File: config.mk
export PLATFORM = sky130hd
export DESIGN_NAME = rpc_frame_deframer
export DESIGN_NICKNAME = d
export VERILOG_FILES = /design/src/rtl/rfd_pkg.sv /design/src/rtl/rpc_frame_deframer.sv /design/src/rtl/rfd_in_stage.sv /design/src/rtl/rfd_parser.sv /design/src/rtl/rfd_out_stage.sv
export SDC_FILE = /design/constraint.sdc
export NUM_CORES = 1
export LEC_CHECK = 0
export ABC_AREA = 1
export BUFFER_PORTS_ARGS = -buffer_cell sky130_fd_sc_hd__buf_2
export CAP_MARGIN = 20
export CORE_UTILIZATION = 50
export CTS_CLUSTER_SIZE = 20
export DETAILED_ROUTE_END_ITERATION = 10
export PLACE_DENSITY = 0.79
export SLEW_MARGIN = 20
export SYNTH_ARGS = -nofsm -noshare
export SYNTH_HDL_FRONTEND = slang
export SYNTH_SLANG_ARGS = --single-unit
File: constraint.sdc
create_clock -name aclk -period 3.3 [get_ports aclk]
set_input_delay 0.66 -clock aclk [delete_from_list [all_inputs] [get_ports aclk]]
set_output_delay 0.66 -clock aclk [all_outputs]
set_load 0.1 [all_outputs]
File: src/rtl/rfd_pkg.sv
// Shared types and constants for the RPC frame deframer.
// Used by rfd_in_stage, rfd_parser, rfd_out_stage and rpc_frame_deframer.
// No dependencies.
package rfd_pkg;

    localparam int unsigned MAX_PAYLOAD_DEF = 4096;

    localparam int unsigned BYTE_W    = 8;
    localparam int unsigned EVENT_W   = 2;
    localparam int unsigned UUID_W    = 16;
    localparam int unsigned TYPE_W    = 8;
    localparam int unsigned FLAG_W    = 8;
    localparam int unsigned CMD_W     = 16;
    localparam int unsigned PLEN_W    = 13;
    localparam int unsigned ERR_W     = 2;
    localparam int unsigned LEN_W     = 32;
    localparam int unsigned CRC_LEN_W = 3;
    localparam int unsigned CFG_IDX_W = 2;
    localparam int unsigned CFG_DATA_W = 8;

    // tdata of the result channel: fields plus one pad bit to a byte boundary
    localparam int unsigned M_TDATA_W = 72;

    localparam logic [15:0]          SYNC_WORD     = 16'hCAFE;
    localparam logic [LEN_W-1:0]     LEN_FIELD_MAX = 32'd8191;
    localparam logic [CRC_LEN_W-1:0] CRC_LEN_MAX   = 3'd4;

    localparam logic [CRC_LEN_W-1:0] CRC_LEN_RST    = 3'd0;
    localparam logic [TYPE_W-1:0]    TYPE_COUNT_RST = 8'd2;

    // configuration register indexes
    localparam logic [CFG_IDX_W-1:0] CFG_CRC_LEN    = 2'd0;
    localparam logic [CFG_IDX_W-1:0] CFG_TYPE_COUNT = 2'd1;

    // result kinds
    localparam logic [EVENT_W-1:0] EV_HEADER  = 2'd0;
    localparam logic [EVENT_W-1:0] EV_PAYLOAD = 2'd1;
    localparam logic [EVENT_W-1:0] EV_CRC     = 2'd2;
    localparam logic [EVENT_W-1:0] EV_ERROR   = 2'd3;

    // error codes
    localparam logic [ERR_W-1:0] ERR_NONE    = 2'd0;
    localparam logic [ERR_W-1:0] ERR_SYNC    = 2'd0;
    localparam logic [ERR_W-1:0] ERR_TYPE    = 2'd1;
    localparam logic [ERR_W-1:0] ERR_TOO_BIG = 2'd2;

    typedef struct packed {
        logic [EVENT_W-1:0] event_res;
        logic [BYTE_W-1:0]  data_byte;
        logic [UUID_W-1:0]  msg_uuid;
        logic [TYPE_W-1:0]  msg_type;
        logic [FLAG_W-1:0]  encrypt_flag;
        logic [CMD_W-1:0]   command_id;
        logic [PLEN_W-1:0]  payload_len;
        logic [ERR_W-1:0]   error_code;
        logic               frame_last;
    } result_t;

endpackage

File: src/rtl/rpc_frame_deframer.sv
// Top level of the RPC frame deframer: input register, parser, result register.
// Depends on rfd_pkg, rfd_in_stage, rfd_parser, rfd_out_stage.
//
//   channel  dir  beat moves                     fields
//   s_       in   one received byte              tdata[7:0] rx_data
//   m_       out  one parse result               tdata, tuser event, tlast frame end
//   cfg_     in   one register write             cfg_index, cfg_data
//
// One byte per cycle sustained while m_tready does not stall; a byte that is taken sits in the
// input register while the parser reads it, and its result is loaded into the result register for m_.
// Reset (aresetn low, synchronous) returns the parser to sync, crc_len to 0, type_count to 2.
// A stall on m_tready backs up through the result register to s_tready; no beat is dropped.
// Bytes that produce no result pass through without using a result slot.
module rpc_frame_deframer #(
    parameter int unsigned MAX_PAYLOAD = rfd_pkg::MAX_PAYLOAD_DEF
) (
    input  logic                          aclk,
    input  logic                          aresetn,
    input  logic                          s_tvalid,
    output logic                          s_tready,
    input  logic [rfd_pkg::BYTE_W-1:0]     s_tdata,   // [7:0] rx_data
    output logic                          m_tvalid,
    input  logic                          m_tready,
    // [7:0] data_byte, [23:8] msg_uuid, [31:24] msg_type, [39:32] encrypt_flag,
    // [55:40] command_id, [68:56] payload_len, [70:69] error_code, [71] zero
    output logic [rfd_pkg::M_TDATA_W-1:0]  m_tdata,
    output logic [rfd_pkg::EVENT_W-1:0]    m_tuser,   // [1:0] event_res
    output logic                          m_tlast,   // frame_last
    input  logic                          cfg_valid,
    output logic                          cfg_ready,
    input  logic [rfd_pkg::CFG_IDX_W-1:0]  cfg_index,
    input  logic [rfd_pkg::CFG_DATA_W-1:0] cfg_data
);
    import rfd_pkg::*;

    logic              advance;
    logic              in_valid;
    logic [BYTE_W-1:0] in_byte;
    logic              res_valid;
    result_t           res;

    rfd_in_stage u_in (
        .aclk     (aclk),
        .aresetn  (aresetn),
        .s_tvalid (s_tvalid),
        .s_tready (s_tready),
        .s_tdata  (s_tdata),
        .advance  (advance),
        .in_valid (in_valid),
        .in_byte  (in_byte)
    );

    rfd_parser #(
        .MAX_PAYLOAD (MAX_PAYLOAD)
    ) u_parser (
        .aclk      (aclk),
        .aresetn   (aresetn),
        .cfg_valid (cfg_valid),
        .cfg_ready (cfg_ready),
        .cfg_index (cfg_index),
        .cfg_data  (cfg_data),
        .in_valid  (in_valid),
        .in_byte   (in_byte),
        .advance   (advance),
        .res_valid (res_valid),
        .res       (res)
    );

    rfd_out_stage u_out (
        .aclk      (aclk),
        .aresetn   (aresetn),
        .res_valid (res_valid),
        .res       (res),
        .advance   (advance),
        .m_tvalid  (m_tvalid),
        .m_tready  (m_tready),
        .m_tdata   (m_tdata),
        .m_tuser   (m_tuser),
        .m_tlast   (m_tlast)
    );

endmodule

File: src/rtl/rfd_in_stage.sv
// Input register of the deframer: holds one received byte until the parser takes it.
// Depends on rfd_pkg.
module rfd_in_stage (
    input  logic                      aclk,
    input  logic                      aresetn,
    input  logic                      s_tvalid,
    output logic                      s_tready,
    input  logic [rfd_pkg::BYTE_W-1:0] s_tdata,
    input  logic                      advance,
    output logic                      in_valid,
    output logic [rfd_pkg::BYTE_W-1:0] in_byte
);
    import rfd_pkg::*;

    logic              valid_reg, valid_next;
    logic [BYTE_W-1:0] byte_reg, byte_next;
    logic              take;

    assign s_tready = !valid_reg || advance;
    assign take     = s_tvalid && s_tready;

    always_comb begin
        valid_next = valid_reg;
        byte_next  = byte_reg;
        if (take) begin
            valid_next = 1'b1;
            byte_next  = s_tdata;
        end else if (advance) begin
            valid_next = 1'b0;
        end
    end

    always_ff @(posedge aclk) begin
        if (!aresetn) begin
            valid_reg <= 1'b0;
        end else begin
            valid_reg <= valid_next;
        end
        byte_reg <= byte_next;
    end

    assign in_valid = valid_reg;
    assign in_byte  = byte_reg;

endmodule

File: src/rtl/rfd_parser.sv
// Frame parser: sync check, header fields, payload and CRC counting, config registers.
// Depends on rfd_pkg.
module rfd_parser #(
    parameter int unsigned MAX_PAYLOAD = rfd_pkg::MAX_PAYLOAD_DEF
) (
    input  logic                          aclk,
    input  logic                          aresetn,
    input  logic                          cfg_valid,
    output logic                          cfg_ready,
    input  logic [rfd_pkg::CFG_IDX_W-1:0]  cfg_index,
    input  logic [rfd_pkg::CFG_DATA_W-1:0] cfg_data,
    input  logic                          in_valid,
    input  logic [rfd_pkg::BYTE_W-1:0]     in_byte,
    input  logic                          advance,
    output logic                          res_valid,
    output rfd_pkg::result_t              res
);
    import rfd_pkg::*;

    // counter must reach MAX_PAYLOAD in the payload and 4 in the length field
    localparam int unsigned CNT_RAW = $clog2(MAX_PAYLOAD + 1);
    localparam int unsigned CNT_W   = (CNT_RAW < 3) ? 3 : CNT_RAW;
    localparam logic [LEN_W-1:0] MAX_LEN = LEN_W'(MAX_PAYLOAD);

    typedef enum logic [2:0] {
        PH_SYNC, PH_UUID, PH_TYPE, PH_FLAG, PH_CMD, PH_LEN, PH_PAYLOAD, PH_CRC
    } phase_t;

    phase_t               phase_reg, phase_next;
    logic [CNT_W-1:0]     count_reg, count_next;
    logic [BYTE_W-1:0]    sync_hi_reg, sync_hi_next;
    logic [UUID_W-1:0]    uuid_reg, uuid_next;
    logic [TYPE_W-1:0]    type_reg, type_next;
    logic [FLAG_W-1:0]    flag_reg, flag_next;
    logic [CMD_W-1:0]     cmd_reg, cmd_next;
    logic [LEN_W-1:0]     length_reg, length_next;
    logic [CRC_LEN_W-1:0] crc_len_reg;
    logic [TYPE_W-1:0]    type_count_reg;

    logic                 step;
    logic [CNT_W-1:0]     cnt_inc;
    logic [CRC_LEN_W-1:0] crc_eff;
    logic [LEN_W-1:0]     len_shift;
    logic [PLEN_W-1:0]    len_sat;
    logic                 emit;
    logic                 hdr;
    logic [EVENT_W-1:0]   ev;
    logic [ERR_W-1:0]     err;
    logic                 last;

    assign cfg_ready = 1'b1;
    assign step      = in_valid && advance;
    assign cnt_inc   = count_reg + CNT_W'(1);
    assign crc_eff   = (crc_len_reg > CRC_LEN_MAX) ? CRC_LEN_MAX : crc_len_reg;
    assign len_shift = {length_reg[LEN_W-BYTE_W-1:0], in_byte};
    assign len_sat   = (length_reg > LEN_FIELD_MAX) ? LEN_FIELD_MAX[PLEN_W-1:0]
                                                    : length_reg[PLEN_W-1:0];

    always_comb begin
        phase_next   = phase_reg;
        count_next   = count_reg;
        sync_hi_next = sync_hi_reg;
        uuid_next    = uuid_reg;
        type_next    = type_reg;
        flag_next    = flag_reg;
        cmd_next     = cmd_reg;
        length_next  = length_reg;
        emit         = 1'b0;
        hdr          = 1'b1;
        ev           = EV_HEADER;
        err          = ERR_NONE;
        last         = 1'b0;
        unique case (phase_reg)
            PH_SYNC: begin
                // bytes are checked as aligned pairs
                if (count_reg == '0) begin
                    sync_hi_next = in_byte;
                    count_next   = cnt_inc;
                end else begin
                    count_next = '0;
                    if ({sync_hi_reg, in_byte} == SYNC_WORD) begin
                        uuid_next   = '0;
                        length_next = '0;
                        phase_next  = PH_UUID;
                    end else begin
                        emit = 1'b1;
                        hdr  = 1'b0;
                        ev   = EV_ERROR;
                        err  = ERR_SYNC;
                    end
                end
            end
            PH_UUID: begin
                uuid_next = {uuid_reg[UUID_W-BYTE_W-1:0], in_byte};
                if (count_reg == '0) begin
                    count_next = cnt_inc;
                end else begin
                    count_next = '0;
                    phase_next = PH_TYPE;
                end
            end
            PH_TYPE: begin
                type_next  = in_byte;
                count_next = '0;
                if (in_byte < type_count_reg) begin
                    phase_next = PH_FLAG;
                end else begin
                    phase_next = PH_SYNC;
                    emit       = 1'b1;
                    ev         = EV_ERROR;
                    err        = ERR_TYPE;
                    last       = 1'b1;
                end
            end
            PH_FLAG: begin
                flag_next  = in_byte;
                count_next = '0;
                phase_next = PH_CMD;
            end
            PH_CMD: begin
                cmd_next = {cmd_reg[CMD_W-BYTE_W-1:0], in_byte};
                if (count_reg == '0) begin
                    count_next = cnt_inc;
                end else begin
                    count_next = '0;
                    phase_next = PH_LEN;
                end
            end
            PH_LEN: begin
                length_next = len_shift;
                if (cnt_inc < CNT_W'(4)) begin
                    count_next = cnt_inc;
                end else begin
                    count_next = '0;
                    emit       = 1'b1;
                    if (len_shift > MAX_LEN) begin
                        phase_next = PH_SYNC;
                        ev         = EV_ERROR;
                        err        = ERR_TOO_BIG;
                        last       = 1'b1;
                    end else if (len_shift == '0) begin
                        phase_next = PH_SYNC;
                        last       = 1'b1;
                    end else begin
                        phase_next = PH_PAYLOAD;
                    end
                end
            end
            PH_PAYLOAD: begin
                emit = 1'b1;
                ev   = EV_PAYLOAD;
                if (LEN_W'(cnt_inc) >= length_reg) begin
                    count_next = '0;
                    if (crc_eff != '0) begin
                        phase_next = PH_CRC;
                    end else begin
                        phase_next = PH_SYNC;
                        last       = 1'b1;
                    end
                end else begin
                    count_next = cnt_inc;
                end
            end
            PH_CRC: begin
                emit = 1'b1;
                ev   = EV_CRC;
                // effective length is read each beat, so lowering it mid-frame ends the crc bytes early
                if (cnt_inc >= CNT_W'(crc_eff)) begin
                    count_next = '0;
                    phase_next = PH_SYNC;
                    last       = 1'b1;
                end else begin
                    count_next = cnt_inc;
                end
            end
            default: begin
                phase_next = PH_SYNC;
            end
        endcase
    end

    // result uses the header registers as updated by this beat
    always_comb begin
        res.event_res    = ev;
        res.data_byte    = (ev == EV_PAYLOAD || ev == EV_CRC) ? in_byte : '0;
        res.msg_uuid     = hdr ? uuid_reg : '0;
        res.msg_type     = hdr ? type_next : '0;
        res.encrypt_flag = hdr ? flag_reg : '0;
        res.command_id   = hdr ? cmd_reg : '0;
        res.payload_len  = '0;
        if (hdr) begin
            res.payload_len = (len_shift > LEN_FIELD_MAX || phase_reg != PH_LEN)
                ? ((phase_reg == PH_LEN) ? LEN_FIELD_MAX[PLEN_W-1:0] : len_sat)
                : len_shift[PLEN_W-1:0];
        end
        res.error_code   = err;
        res.frame_last   = last;
    end

    assign res_valid = in_valid && emit;

    always_ff @(posedge aclk) begin
        if (!aresetn) begin
            phase_reg      <= PH_SYNC;
            count_reg      <= '0;
            sync_hi_reg    <= '0;
            uuid_reg       <= '0;
            type_reg       <= '0;
            flag_reg       <= '0;
            cmd_reg        <= '0;
            length_reg     <= '0;
            crc_len_reg    <= CRC_LEN_RST;
            type_count_reg <= TYPE_COUNT_RST;
        end else begin
            if (step) begin
                phase_reg   <= phase_next;
                count_reg   <= count_next;
                sync_hi_reg <= sync_hi_next;
                uuid_reg    <= uuid_next;
                type_reg    <= type_next;
                flag_reg    <= flag_next;
                cmd_reg     <= cmd_next;
                length_reg  <= length_next;
            end
            if (cfg_valid && cfg_ready) begin
                if (cfg_index == CFG_CRC_LEN) begin
                    crc_len_reg <= cfg_data[CRC_LEN_W-1:0];
                end else if (cfg_index == CFG_TYPE_COUNT) begin
                    type_count_reg <= cfg_data[TYPE_W-1:0];
                end
            end
        end
    end

    a_payload_len_range: assert property (@(posedge aclk) disable iff (!aresetn)
        phase_reg == PH_PAYLOAD |-> (length_reg != '0 && length_reg <= MAX_LEN))
        else $error("payload phase with out-of-range length");

    a_crc_count: assert property (@(posedge aclk) disable iff (!aresetn)
        phase_reg == PH_CRC |-> count_reg < CNT_W'(4))
        else $error("crc byte count beyond four");

    a_sync_err_not_last: assert property (@(posedge aclk) disable iff (!aresetn)
        (res_valid && phase_reg == PH_SYNC) |-> (res.event_res == EV_ERROR && !res.frame_last))
        else $error("sync pair result is not a plain error");

    a_last_to_sync: assert property (@(posedge aclk) disable iff (!aresetn)
        (step && res_valid && res.frame_last) |=> phase_reg == PH_SYNC)
        else $error("frame ended without returning to sync");

endmodule

File: src/rtl/rfd_out_stage.sv
// Result register of the deframer and packing onto the result channel.
// Depends on rfd_pkg.
module rfd_out_stage (
    input  logic                          aclk,
    input  logic                          aresetn,
    input  logic                          res_valid,
    input  rfd_pkg::result_t              res,
    output logic                          advance,
    output logic                          m_tvalid,
    input  logic                          m_tready,
    output logic [rfd_pkg::M_TDATA_W-1:0]  m_tdata,
    output logic [rfd_pkg::EVENT_W-1:0]    m_tuser,
    output logic                          m_tlast
);
    import rfd_pkg::*;

    logic    valid_reg, valid_next;
    result_t res_reg, res_next;

    assign advance = !valid_reg || m_tready;

    always_comb begin
        valid_next = valid_reg;
        res_next   = res_reg;
        if (advance) begin
            valid_next = res_valid;
            if (res_valid) begin
                res_next = res;
            end
        end
    end

    always_ff @(posedge aclk) begin
        if (!aresetn) begin
            valid_reg <= 1'b0;
        end else begin
            valid_reg <= valid_next;
        end
        res_reg <= res_next;
    end

    assign m_tvalid = valid_reg;
    assign m_tuser  = res_reg.event_res;
    assign m_tlast  = res_reg.frame_last;
    assign m_tdata  = {1'b0,
                       res_reg.error_code,
                       res_reg.payload_len,
                       res_reg.command_id,
                       res_reg.encrypt_flag,
                       res_reg.msg_type,
                       res_reg.msg_uuid,
                       res_reg.data_byte};

endmodule

== Word level (Yosys, flattened, before mapping) ==
Index checks and enable logic that the tools add are counted.
Word-level totals
  bits in registers: 199
  input port bits: 23
  output and inout port bits: 78
  logic and storage cells: 135
Cells by class
  add/subtract/negate cells: 1
  magnitude comparators: 8
  equal/unequal tests: 19
  muxes and demuxes: 55
  bitwise operators: 1
  reductions and logical operators: 29
Operators by type and width (count)
  $gt 32x13->1 const B: 3
  $mux 13: 7
  $pmux 13 s5: 1
  $mux 32: 2
  $pmux 32 s2: 1
  $mux 3: 11
  $ge 13x32->1: 1
  $logic_not 32->1: 1
  $mux 16: 2
  $pmux 16 s2: 1
  $pmux 3 s8: 1
  $eq 16x16->1 const B: 1
  $mux 1: 16
  $mux 2: 8
  $add 13x1->13 const B: 1
  $ge 13x3->1: 1
  $logic_not 13->1: 1
  $lt 13x3->1 const B: 1
  $eq 3x3->1 const B: 4
  $pmux 2 s5: 1
  $lt 8x8->1: 1
  $mux 8: 1
  $ne 2x2->1 const B: 4
  $pmux 1 s4: 2
  22 further kinds: 40

== Logic depth before layout (Yosys ltp) ==
Gate-level depths: netlist (run 1).
  depth after elaboration: 6
  depth in mapped cells: 24
  depth with buffers taken out: 23

== Cells and area by module ==
From an unflattened synthesis (run 1), not the netlist that was laid out.
Second synthesis, totals
  cells, all modules: 1050
  area, all modules: 8844.7 µm²
Modules (own cells, without submodules)
  rfd_parser: instances 1, cells an instance 952, area each 6268.5 µm², sequential area each 2302.2 µm²
  rfd_out_stage: instances 1, cells an instance 83, area each 2284.7 µm², sequential area each 2242.2 µm²
  rfd_in_stage: instances 1, cells an instance 15, area each 291.5 µm², sequential area each 260.2 µm²

== Worst setup path before layout (run 1) ==
Ideal clock, no wire load.
  path kind: reg-to-reg
  start point: reg u_parser.count_reg[0]
  end point: reg u_out.res_reg, in the netlist u_out.m_tdata[0], enable pin
  setup time: 0.428 ns
  arrival: 3.043 ns
  required time: 2.872 ns
  slack: -0.171 ns
  stages on the path, launching flop included: 13
  path buffers: 0
  clock period less this slack: 3.471 ns
  cells stage by stage: dfxtp_1 ha_1 nand3_2 nor2_4 nand2_1 xor2_1 nand2_1 nor2_1 nand3_1 nand2_1 nand4_1 nand2_1 inv_1
On the way
  cells in the longest elaborated chain, start to end: 6
  elaborated cells between the ends (all ways): 8
  classes of those cells: add/sub: 1; order compare: 1; mux: 3; reduce/logical: 3
Ends and longest elaborated chain
  start, declared: RTL line rfd_parser.sv:30  | logic [CNT_W-1:0] count_reg, count_next;
  start signal, assigned: RTL line rfd_parser.sv:217  | count_reg <= count_next;
  $add 13x1->13: RTL line rfd_parser.sv:53  | assign cnt_inc = count_reg + CNT_W'(1);
  $lt 13x3->1: RTL line rfd_parser.sv:131  | if (cnt_inc < CNT_W'(4)) begin
  $mux 1: RTL line rfd_parser.sv:131
  $pmux 1 s4 *: RTL line rfd_parser.sv:73  | unique case (phase_reg)
  $logic_and 1x1->1 *: RTL line rfd_parser.sv:200  | assign res_valid = in_valid && emit;
  $reduce_and 2->1 (no source line) *
  end signal, assigned: RTL line rfd_out_stage.sv:39  | res_reg <= res_next;
  end, declared: RTL line rfd_out_stage.sv:18  | result_t res_reg, res_next;
Every way passes the cells marked *; elsewhere a longest branch is shown, timed or not.
A chain may end at the register's enable or synchronous reset.

== Final worst setup path (run 1) ==
  start point: reg u_parser.count_reg[0]
  end point: reg u_parser.count_reg[12]
On the way
  cells in the longest elaborated chain, start to end: 4
  elaborated cells between the ends (all ways): 10
  classes of those cells: add/sub: 1; order compare: 3; mux: 5; reduce/logical: 1
Ends and longest elaborated chain
  $add 13x1->13: RTL line rfd_parser.sv:53
  $ge 13x32->1 (tied with other cells): RTL line rfd_parser.sv:152  | if (LEN_W'(cnt_inc) >= length_reg) begin
  $mux 13, on equally long branches: RTL line rfd_parser.sv:152, rfd_parser.sv:131, rfd_parser.sv:168
  $pmux 13 s5 *: RTL line rfd_parser.sv:73
Marked as above.

==> impl_metrics.prom, run 1 <==
# TYPE chip_impl_metric gauge
chip_impl_info{name="outcome",value="complete, no violations"} 1
chip_impl_metric{name="timing.final.hold_violations",unit=""} 0
chip_impl_metric{name="finish.instance_area",unit="mm^2"} 0.0101
chip_impl_metric{name="clock_tree.htree_level_count",unit=""} 4
chip_impl_info{name="critPathLaunchType",value="flop"} 1
chip_impl_metric{name="finClkSkew",unit="ps"} 11.6
chip_impl_metric{name="finalCoreUtilization",unit="%"} 58.5
chip_impl_metric{name="finalSetupTns",unit="ps"} 0
chip_impl_info{name="hold_path.class",value="in -> reg"} 1
chip_impl_metric{name="gpl.final_weighted_congestion",unit=""} 0.902
chip_impl_metric{name="port_buffers",unit=""} 98
chip_impl_metric{name="switching_share_of_total_power",unit="%"} 26.6
chip_impl_metric{name="mappedNetlistArea",unit="mm^2"} 0.00876
chip_impl_metric{name="clock-sinks",unit=""} 199
chip_impl_metric{name="dp.final_hpwl",unit="um"} 14100
chip_impl_metric{name="postSynthAreaPerCell",unit="um^2"} 8.52
chip_impl_metric{name="power_switching",unit="mW"} 1.35
chip_impl_metric{name="internal_power",unit="mW"} 3.72
chip_impl_metric{name="synth_nets",unit=""} 1076
chip_impl_metric{name="power.density_cell_area",unit="mW/mm^2"} 503
chip_impl_metric{name="insertion_delay_to_the_later_sink_of_the_worst_skew_pair",unit="ps"} 450
chip_impl_metric{name="grt_remaining_overflow",unit=""} 0
chip_impl_metric{name="fmax",unit="GHz"} 0.344
chip_impl_metric{name="drtPass1Iterations",unit=""} 5
chip_impl_metric{name="vias",unit=""} 7170
chip_impl_info{name="path_class",value="reg -> reg"} 1
chip_impl_metric{name="syn-instance-count",unit=""} 1029
chip_impl_metric{name="seq_area_frac_synth",unit="%"} 54.8
chip_impl_metric{name="yosys.cell_types.count",unit=""} 38
chip_impl_metric{name="cp_max_fo",unit=""} 10
chip_impl_info{name="synthFlopType",value="dfxtp_1"} 1
chip_impl_metric{name="power_leakage",unit="nW"} 4.63
chip_impl_info{name="setup.worst_path.end_class",value="flop"} 1
chip_impl_metric{name="placed_cell_area",unit="mm^2"} 0.00949
chip_impl_metric{name="dpl.cell_count",unit=""} 1326
chip_impl_metric{name="cts_setup_buffers",unit=""} 0
chip_impl_metric{name="power_frac_comb",unit="%"} 7.9
chip_impl_metric{name="cts_made_buffers",unit=""} 17
chip_impl_metric{name="critPathArrivalTime",unit="ps"} 3220
chip_impl_metric{name="max-cap-violations",unit=""} 0
chip_impl_metric{name="grt_use_total",unit="%"} 23.6
chip_impl_metric{name="cp_data_required_time",unit="ps"} 3610
chip_impl_info{name="commonest_cells_after_routing_fill_and_taps_aside",value="nand2_1 (200), inv_1 (157), nor2_1 (136)"} 1
chip_impl_metric{name="clkTransAtPathRegs",unit="ps"} 80
chip_impl_metric{name="initial_core_util",unit="%"} 50.8
chip_impl_metric{name="clockPowerShare",unit="%"} 40.3
chip_impl_metric{name="timing.final.setup_violations",unit=""} 0
chip_impl_metric{name="fp.coreArea",unit="mm^2"} 0.0172
chip_impl_metric{name="grt_pass1_vias",unit=""} 6581
chip_impl_metric{name="area_added_between_synthesis_and_finish",unit="%"} 15.0
chip_impl_metric{name="routed_wire_length_per_instance",unit="um"} 14.8
chip_impl_info{name="layout_commonest_cell",value="nand2_1"} 1
chip_impl_info{name="clockRootBuffer",value="clkbuf_16"} 1
chip_impl_metric{name="synth.ff_latch_count",unit=""} 199
chip_impl_metric{name="final.fill_count",unit=""} 1442
chip_impl_metric{name="period_needed",unit="ps"} 2910
chip_impl_metric{name="die-height",unit="um"} 134
chip_impl_metric{name="final_min_period_over_clock_period",unit="%"} 88.1
chip_impl_metric{name="io_pins",unit=""} 101
chip_impl_metric{name="flip_flop_count_of_the_largest_register_all_copies_and_words_added",unit=""} 71
chip_impl_metric{name="slew_violations",unit=""} 0
chip_impl_metric{name="wl",unit="um"} 20100
chip_impl_metric{name="synth-edff-count",unit=""} 82
chip_impl_metric{name="grt_start_max_net_pins",unit=""} 56
chip_impl_metric{name="final-instance-count-excl-fill",unit=""} 1358
chip_impl_metric{name="grt_pass1_wl",unit="um"} 33000
chip_impl_metric{name="clockBufferDepth",unit=""} 2
chip_impl_metric{name="die_w",unit="um"} 134
chip_impl_metric{name="seq_power_share",unit="%"} 51.7
chip_impl_info{name="grt_setup_unrepaired",value="no"} 1
chip_impl_metric{name="antenna_found_initial",unit=""} 0
chip_impl_metric{name="count_of_antenna_violating_nets_left_after_detailed_routing",unit=""} 0
chip_impl_metric{name="worstMarginPinSlew",unit="ps"} 822
chip_impl_metric{name="number_of_antenna_cells_inserted",unit=""} 0
chip_impl_metric{name="drt_iter0_markers",unit=""} 579
chip_impl_info{name="cts_tree",value="done"} 1
chip_impl_metric{name="slew_headroom",unit="%"} 45.0
chip_impl_metric{name="num-nets-final",unit=""} 1167
chip_impl_metric{name="floorplan.rows",unit=""} 48
chip_impl_metric{name="final_layout_size_suffix_gt1_share",unit="%"} 14.7
chip_impl_metric{name="vias_per_cell",unit=""} 5.28
chip_impl_metric{name="ys.warnings.count",unit=""} 0
chip_impl_metric{name="fp.dieArea",unit="mm^2"} 0.0181
chip_impl_metric{name="route.detailed.drc",unit=""} 0
chip_impl_metric{name="ir_drop",unit="V"} 0.000393
chip_impl_metric{name="async_reset_ff_share",unit="%"} 0
## power groups by stage
stage / combinational (mW) / clock, mW / sequential [mW]
after global placement: 0.395 / 0 / 2.68
after floorplan: 0.185 / 0 / 2.79
after detailed placement: 0.399 / 0 / 2.68
after CTS: 0.400 / 2.08 / 2.62
final: 0.402 / 2.05 / 2.62
after global routing: 0.435 / 2.19 / 2.63
## layout make-up
cell class	instances	area (um^2)	area share [%]
Tap cell	225	282	2.79
Clock buffer	18	439	4.36
Timing Repair Buffer	113	616	6.11
Multi-Input combinational cell	626	3180	31.5
Inverter	163	616	6.11
Clock inverter	14	149	1.48
Sequential cell	199	4810	47.7
## metrics by stage
stage | hold slack, ps | setup slack (ps) | power (mW)
finish | 389 | 393 | 5.07
global route | 364 | 57.3 | 5.25
CTS | 380 | 321 | 5.10
detailed placement | 447 | 361 | 3.08
global placement | 441 | 494 | 3.07
floorplan | 429 | 43.9 | 2.98
## worst max-delay path, cell delays in order (launching register included)
cell and delay (ps):
dfxtp_2 410, ha_1 240, nand3_2 130, nor2_4 200
xor2_2 240, inv_1 70, ha_1 270, nand2_1 60
nor2_1 130, nand2_1 60, nand2_1 50, nor2_1 40
nand2_1 60, nand2_1 40, nand2_1 60, nand2_1 40
nand2_1 50, nand3_1 140, nand3_2 160, nand3_4 160
nand2_1 120, a21oi_2 60
## synth_stat cells (2+ instances only)
cell type,n,share of area (%)
conb_1,2,0.086
clkinv_1,2,0.086
a21oi_1,83,4.7
a221oi_1,13,1.3
nor2_4,2,0.26
o21ai_0,57,3.3
dfxtp_1,117,27
o21bai_1,2,0.17
clkbuf_1,30,1.3
nand3_2,5,0.57
nor4_1,2,0.14
nand2_2,2,0.14
nand3_1,24,1.4
nor2_1,136,5.8
ha_1,24,3.4
nor3_2,2,0.23
buf_4,2,0.17
inv_1,159,6.8
nand4_1,16,1.1
nor3_1,9,0.51
edfxtp_1,82,28
buf_2,9,0.51
nand2_1,200,8.6
xor2_1,3,0.30
inv_2,2,0.086
a22oi_1,32,2.7
## routing by layer
layer	wire length [um]	track usage (%)	part of all wire, %
met1	8990	32.4	45
met5	0	0	0
met3	1450	4.99	7.2
met2	9150	36.6	45
met4	520	9.36	2.6
## worst paths after layout
path / startpoint / to / slack, ps / cells past startpoint
worst min register to register: u_parser.sync_hi_reg[4]$_SDFFE_PN0P_ / u_parser.sync_hi_reg[4]$_SDFFE_PN0P_ / 460 / 2
worst max register to register: u_parser.count_reg[0]$_SDFFE_PN0P_ / u_parser.count_reg[12]$_SDFFE_PN0P_ / 390 / 21
worst min-delay path: s_tdata[3] / u_in.in_byte[3]$_DFFE_PP_ / 390 / 1
worst max-delay path: u_parser.count_reg[0]$_SDFFE_PN0P_ / u_parser.count_reg[12]$_SDFFE_PN0P_ / 390 / 21
## repair_timing
item | CTS | global route
hold buffers | 0 | 0
gates resized for setup | 0 | 1
endpoints found under the setup margin | 0 | 5
## logic make-up (layout without fill, tap and decap cells)
family	count (synthesis)	in the layout	synth area share [%]
AO/OA/AOI/OAI	194	194	13.0
XOR/XNOR	4	4	0.485
adder cells (fa/ha/maj)	24	24	3.43
buffers and inverters	204	308	8.95
flip-flops	199	199	54.8
other	2	2	0.0857
AND/OR/NAND/NOR	402	402	19.3
Note: power is estimated with default switching activity, not from simulation.
==> run 2, diff against run 1 <==
--- a/config.mk
+++ b/config.mk
@@ -8,10 +8,10 @@
 export ABC_AREA = 1
 export BUFFER_PORTS_ARGS = -buffer_cell sky130_fd_sc_hd__buf_2
 export CAP_MARGIN = 20
-export CORE_UTILIZATION = 50
+export CORE_UTILIZATION = 53
 export CTS_CLUSTER_SIZE = 20
 export DETAILED_ROUTE_END_ITERATION = 10
-export PLACE_DENSITY = 0.79
+export PLACE_DENSITY = 0.82
 export SLEW_MARGIN = 20
 export SYNTH_ARGS = -nofsm -noshare
 export SYNTH_HDL_FRONTEND = slang
==> run 2 against run 1 <==
Effect of this change:
- hold slack got worse by 0.98 ps
- design area barely moved
- critical endpoint is now u_out.m_tdata[30]$_SDFFCE_PN0P_
- via count fell by 0.67%
- first-iteration DRC count rose by 26%
- non-clock buffer count fell by 3
- global-route usage rose by 0.21 points
==> impl_metrics.prom, run 2 (synthesis results as in run 1) <==
# TYPE chip_impl_metric gauge
chip_impl_info{name="outcome",value="complete, no violations"} 1
chip_impl_metric{name="grt_start_max_net_pins",unit=""} 67
chip_impl_metric{name="switching_share_of_total_power",unit="%"} 26.6
chip_impl_info{name="critPathLaunchType",value="flop"} 1
chip_impl_metric{name="flip_flop_count_of_the_largest_register_all_copies_and_words_added",unit=""} 71
chip_impl_info{name="grt_setup_unrepaired",value="no"} 1
chip_impl_metric{name="power.density_cell_area",unit="mW/mm^2"} 511
chip_impl_metric{name="vias",unit=""} 7122
chip_impl_metric{name="postCtsHoldBufs",unit=""} 0
chip_impl_metric{name="dp.final_hpwl",unit="um"} 13300
chip_impl_metric{name="seq_power_share",unit="%"} 50.9
chip_impl_metric{name="insertion_delay_to_the_later_sink_of_the_worst_skew_pair",unit="ps"} 450
chip_impl_metric{name="floorplan.rows",unit=""} 46
chip_impl_metric{name="antenna_found_initial",unit=""} 0
chip_impl_metric{name="cp_data_required_time",unit="ps"} 3450
chip_impl_metric{name="critPathArrivalTime",unit="ps"} 3070
chip_impl_metric{name="wl",unit="um"} 19400
chip_impl_metric{name="cts_made_buffers",unit=""} 17
chip_impl_metric{name="port_buffers",unit=""} 98
chip_impl_metric{name="fmax",unit="GHz"} 0.342
chip_impl_metric{name="count_of_antenna_violating_nets_left_after_detailed_routing",unit=""} 0
chip_impl_metric{name="worstMarginPinSlew",unit="ps"} 886
chip_impl_info{name="hold_path.class",value="in -> reg"} 1
chip_impl_metric{name="route.detailed.drc",unit=""} 0
chip_impl_info{name="layout_commonest_cell",value="nand2_1"} 1
chip_impl_info{name="cts_tree",value="done"} 1
chip_impl_metric{name="die-height",unit="um"} 131
chip_impl_metric{name="hold-worst-slack",unit="ps"} 388
chip_impl_metric{name="fp.dieArea",unit="mm^2"} 0.0171
chip_impl_metric{name="max-cap-violations",unit=""} 0
chip_impl_metric{name="met2_wl",unit="um"} 8880
chip_impl_metric{name="met1Wirelength",unit="um"} 8950
chip_impl_info{name="commonest_cells_after_routing_fill_and_taps_aside",value="nand2_1 (200), inv_1 (157), nor2_1 (136)"} 1
chip_impl_metric{name="detail_route_met3_wl",unit="um"} 1200
chip_impl_metric{name="fp.coreArea",unit="mm^2"} 0.0160
chip_impl_metric{name="grt_pass1_vias",unit=""} 6103
chip_impl_metric{name="grt_remaining_overflow",unit=""} 0
chip_impl_metric{name="clock_tree.htree_level_count",unit=""} 4
chip_impl_metric{name="finalSetupTns",unit="ps"} 0
chip_impl_metric{name="grt_use_total",unit="%"} 23.9
chip_impl_metric{name="cp_max_fo",unit=""} 66
chip_impl_metric{name="timing.final.hold_violations",unit=""} 0
chip_impl_info{name="path_class",value="reg -> reg"} 1
chip_impl_metric{name="clockBufferDepth",unit=""} 2
chip_impl_metric{name="slew_violations",unit=""} 0
chip_impl_metric{name="grt_pass1_wl",unit="um"} 30700
chip_impl_info{name="setup.worst_path.end_class",value="flop"} 1
chip_impl_metric{name="initial_core_util",unit="%"} 54.8
chip_impl_metric{name="drt_iter0_markers",unit=""} 732
chip_impl_metric{name="area_added_between_synthesis_and_finish",unit="%"} 15.1
chip_impl_metric{name="io_pins",unit=""} 101
chip_impl_metric{name="timing.final.setup_violations",unit=""} 0
chip_impl_info{name="clockRootBuffer",value="clkbuf_16"} 1
chip_impl_metric{name="internal_power",unit="mW"} 3.78
chip_impl_metric{name="vias_per_cell",unit=""} 5.29
chip_impl_metric{name="setup_slack",unit="ps"} 379
chip_impl_metric{name="slew_headroom",unit="%"} 40.7
chip_impl_metric{name="die_w",unit="um"} 131
chip_impl_metric{name="clock-sinks",unit=""} 199
chip_impl_metric{name="clkTransAtPathRegs",unit="ps"} 80
chip_impl_metric{name="dp_worst_setup_slack",unit="ps"} 356
chip_impl_metric{name="final_layout_size_suffix_gt1_share",unit="%"} 14.5
chip_impl_metric{name="clockPowerShare",unit="%"} 41.5
chip_impl_metric{name="finClkSkew",unit="ps"} 8.15
chip_impl_metric{name="period_needed",unit="ps"} 2920
chip_impl_metric{name="power_frac_comb",unit="%"} 7.6
chip_impl_metric{name="gpl.final_weighted_congestion",unit=""} 0.918
chip_impl_metric{name="ir_drop",unit="V"} 0.000395
chip_impl_metric{name="num-nets-final",unit=""} 1164
chip_impl_metric{name="power_switching",unit="mW"} 1.37
chip_impl_info{name="route.top_layer_used",value="met4"} 1
chip_impl_metric{name="routed_wire_length_per_instance",unit="um"} 14.4
chip_impl_metric{name="drtPass1Iterations",unit=""} 7
chip_impl_metric{name="power_leakage",unit="nW"} 4.63
chip_impl_metric{name="final_min_period_over_clock_period",unit="%"} 88.5
chip_impl_metric{name="number_of_antenna_cells_inserted",unit=""} 0
-- run 2: cell count changes in the layout (fill, tap and decap cells not counted) --
| cell | before | now |
|---|---|---|
| bufinv_16 | 0 | 1 |
| inv_8 | 3 | 1 |
| clkbuf_8 | 1 | 0 |
| buf_4 | 14 | 11 |
| clkinv_4 | 0 | 1 |
| inv_4 | 1 | 0 |
| clkinv_8 | 2 | 5 |
| clkinvlp_4 | 2 | 1 |
-- run 2: final timing paths --
kind | cells past startpoint | start | endpoint | slack (ps)
worst max-delay path | 13 | u_parser.count_reg[0]$_SDFFE_PN0P_ | u_out.m_tdata[30]$_SDFFCE_PN0P_ | 380
worst min-delay path | 1 | s_tdata[7] | u_in.in_byte[7]$_DFFE_PP_ | 390
worst max register to register | 13 | u_parser.count_reg[0]$_SDFFE_PN0P_ | u_out.m_tdata[30]$_SDFFCE_PN0P_ | 380
worst min register to register | 2 | u_parser.sync_hi_reg[0]$_SDFFE_PN0P_ | u_parser.sync_hi_reg[0]$_SDFFE_PN0P_ | 460
-- run 2: worst max-delay path: stages, from the launching register on --
cell and delay [ps]:
dfxtp_2 410, ha_1 220, nand3_2 130, nor2_4 200
nand2_1 90, xor2_1 240, nand2_1 120, nor2_1 140
nand3_1 110, nand2_1 120, nand4_1 90, nand2_1 160
clkinvlp_4 250, buf_12 260
-- run 2: cell type report --
class | count | area (um^2)
inverters | 163 | 616
well taps | 216 | 270
multi-input cells | 626 | 3180
fillers | 1347 | 5910
repair buffers | 110 | 593
clock buffers | 17 | 425
flip-flops and latches | 199 | 4810
clock inverters | 15 | 200
-- run 2: power groups by stage --
stage               clock network (mW)  registers [mW]  logic (mW)
global placement                     0            2.68       0.383
global route                      2.25            2.63       0.425
floorplan                            0            2.79       0.185
detailed placement                   0            2.68       0.389
CTS                               2.15            2.62       0.391
finish                            2.14            2.62       0.392
-- run 2: routing by layer --
layer,vias up,global-route usage [%]
met1,3282,33.1
met3,29,4.52
met2,274,37.5
li1,3537,-
met4,0,8.05
met5,-,0
-- run 2: timing repair --
item	CTS	global route
endpoints found under the setup margin	0	35
resized for setup	0	1
buffers inserted	0	0
-- run 2: through the flow --
step / instances / utilization, % / total power, mW / cell area (um^2)
6_report: 1346 / 63.0 / 5.16 / 10100
3_3_place_gp: 1314 / 59.1 / 3.06 / 9460
5_1_grt: 1346 / 63.0 / 5.30 / 10100
3_5_place_dp: 1314 / 59.1 / 3.07 / 9460
4_1_cts: 1346 / 63.0 / 5.17 / 10100
2_1_floorplan: 1029 / - / 2.98 / 8770
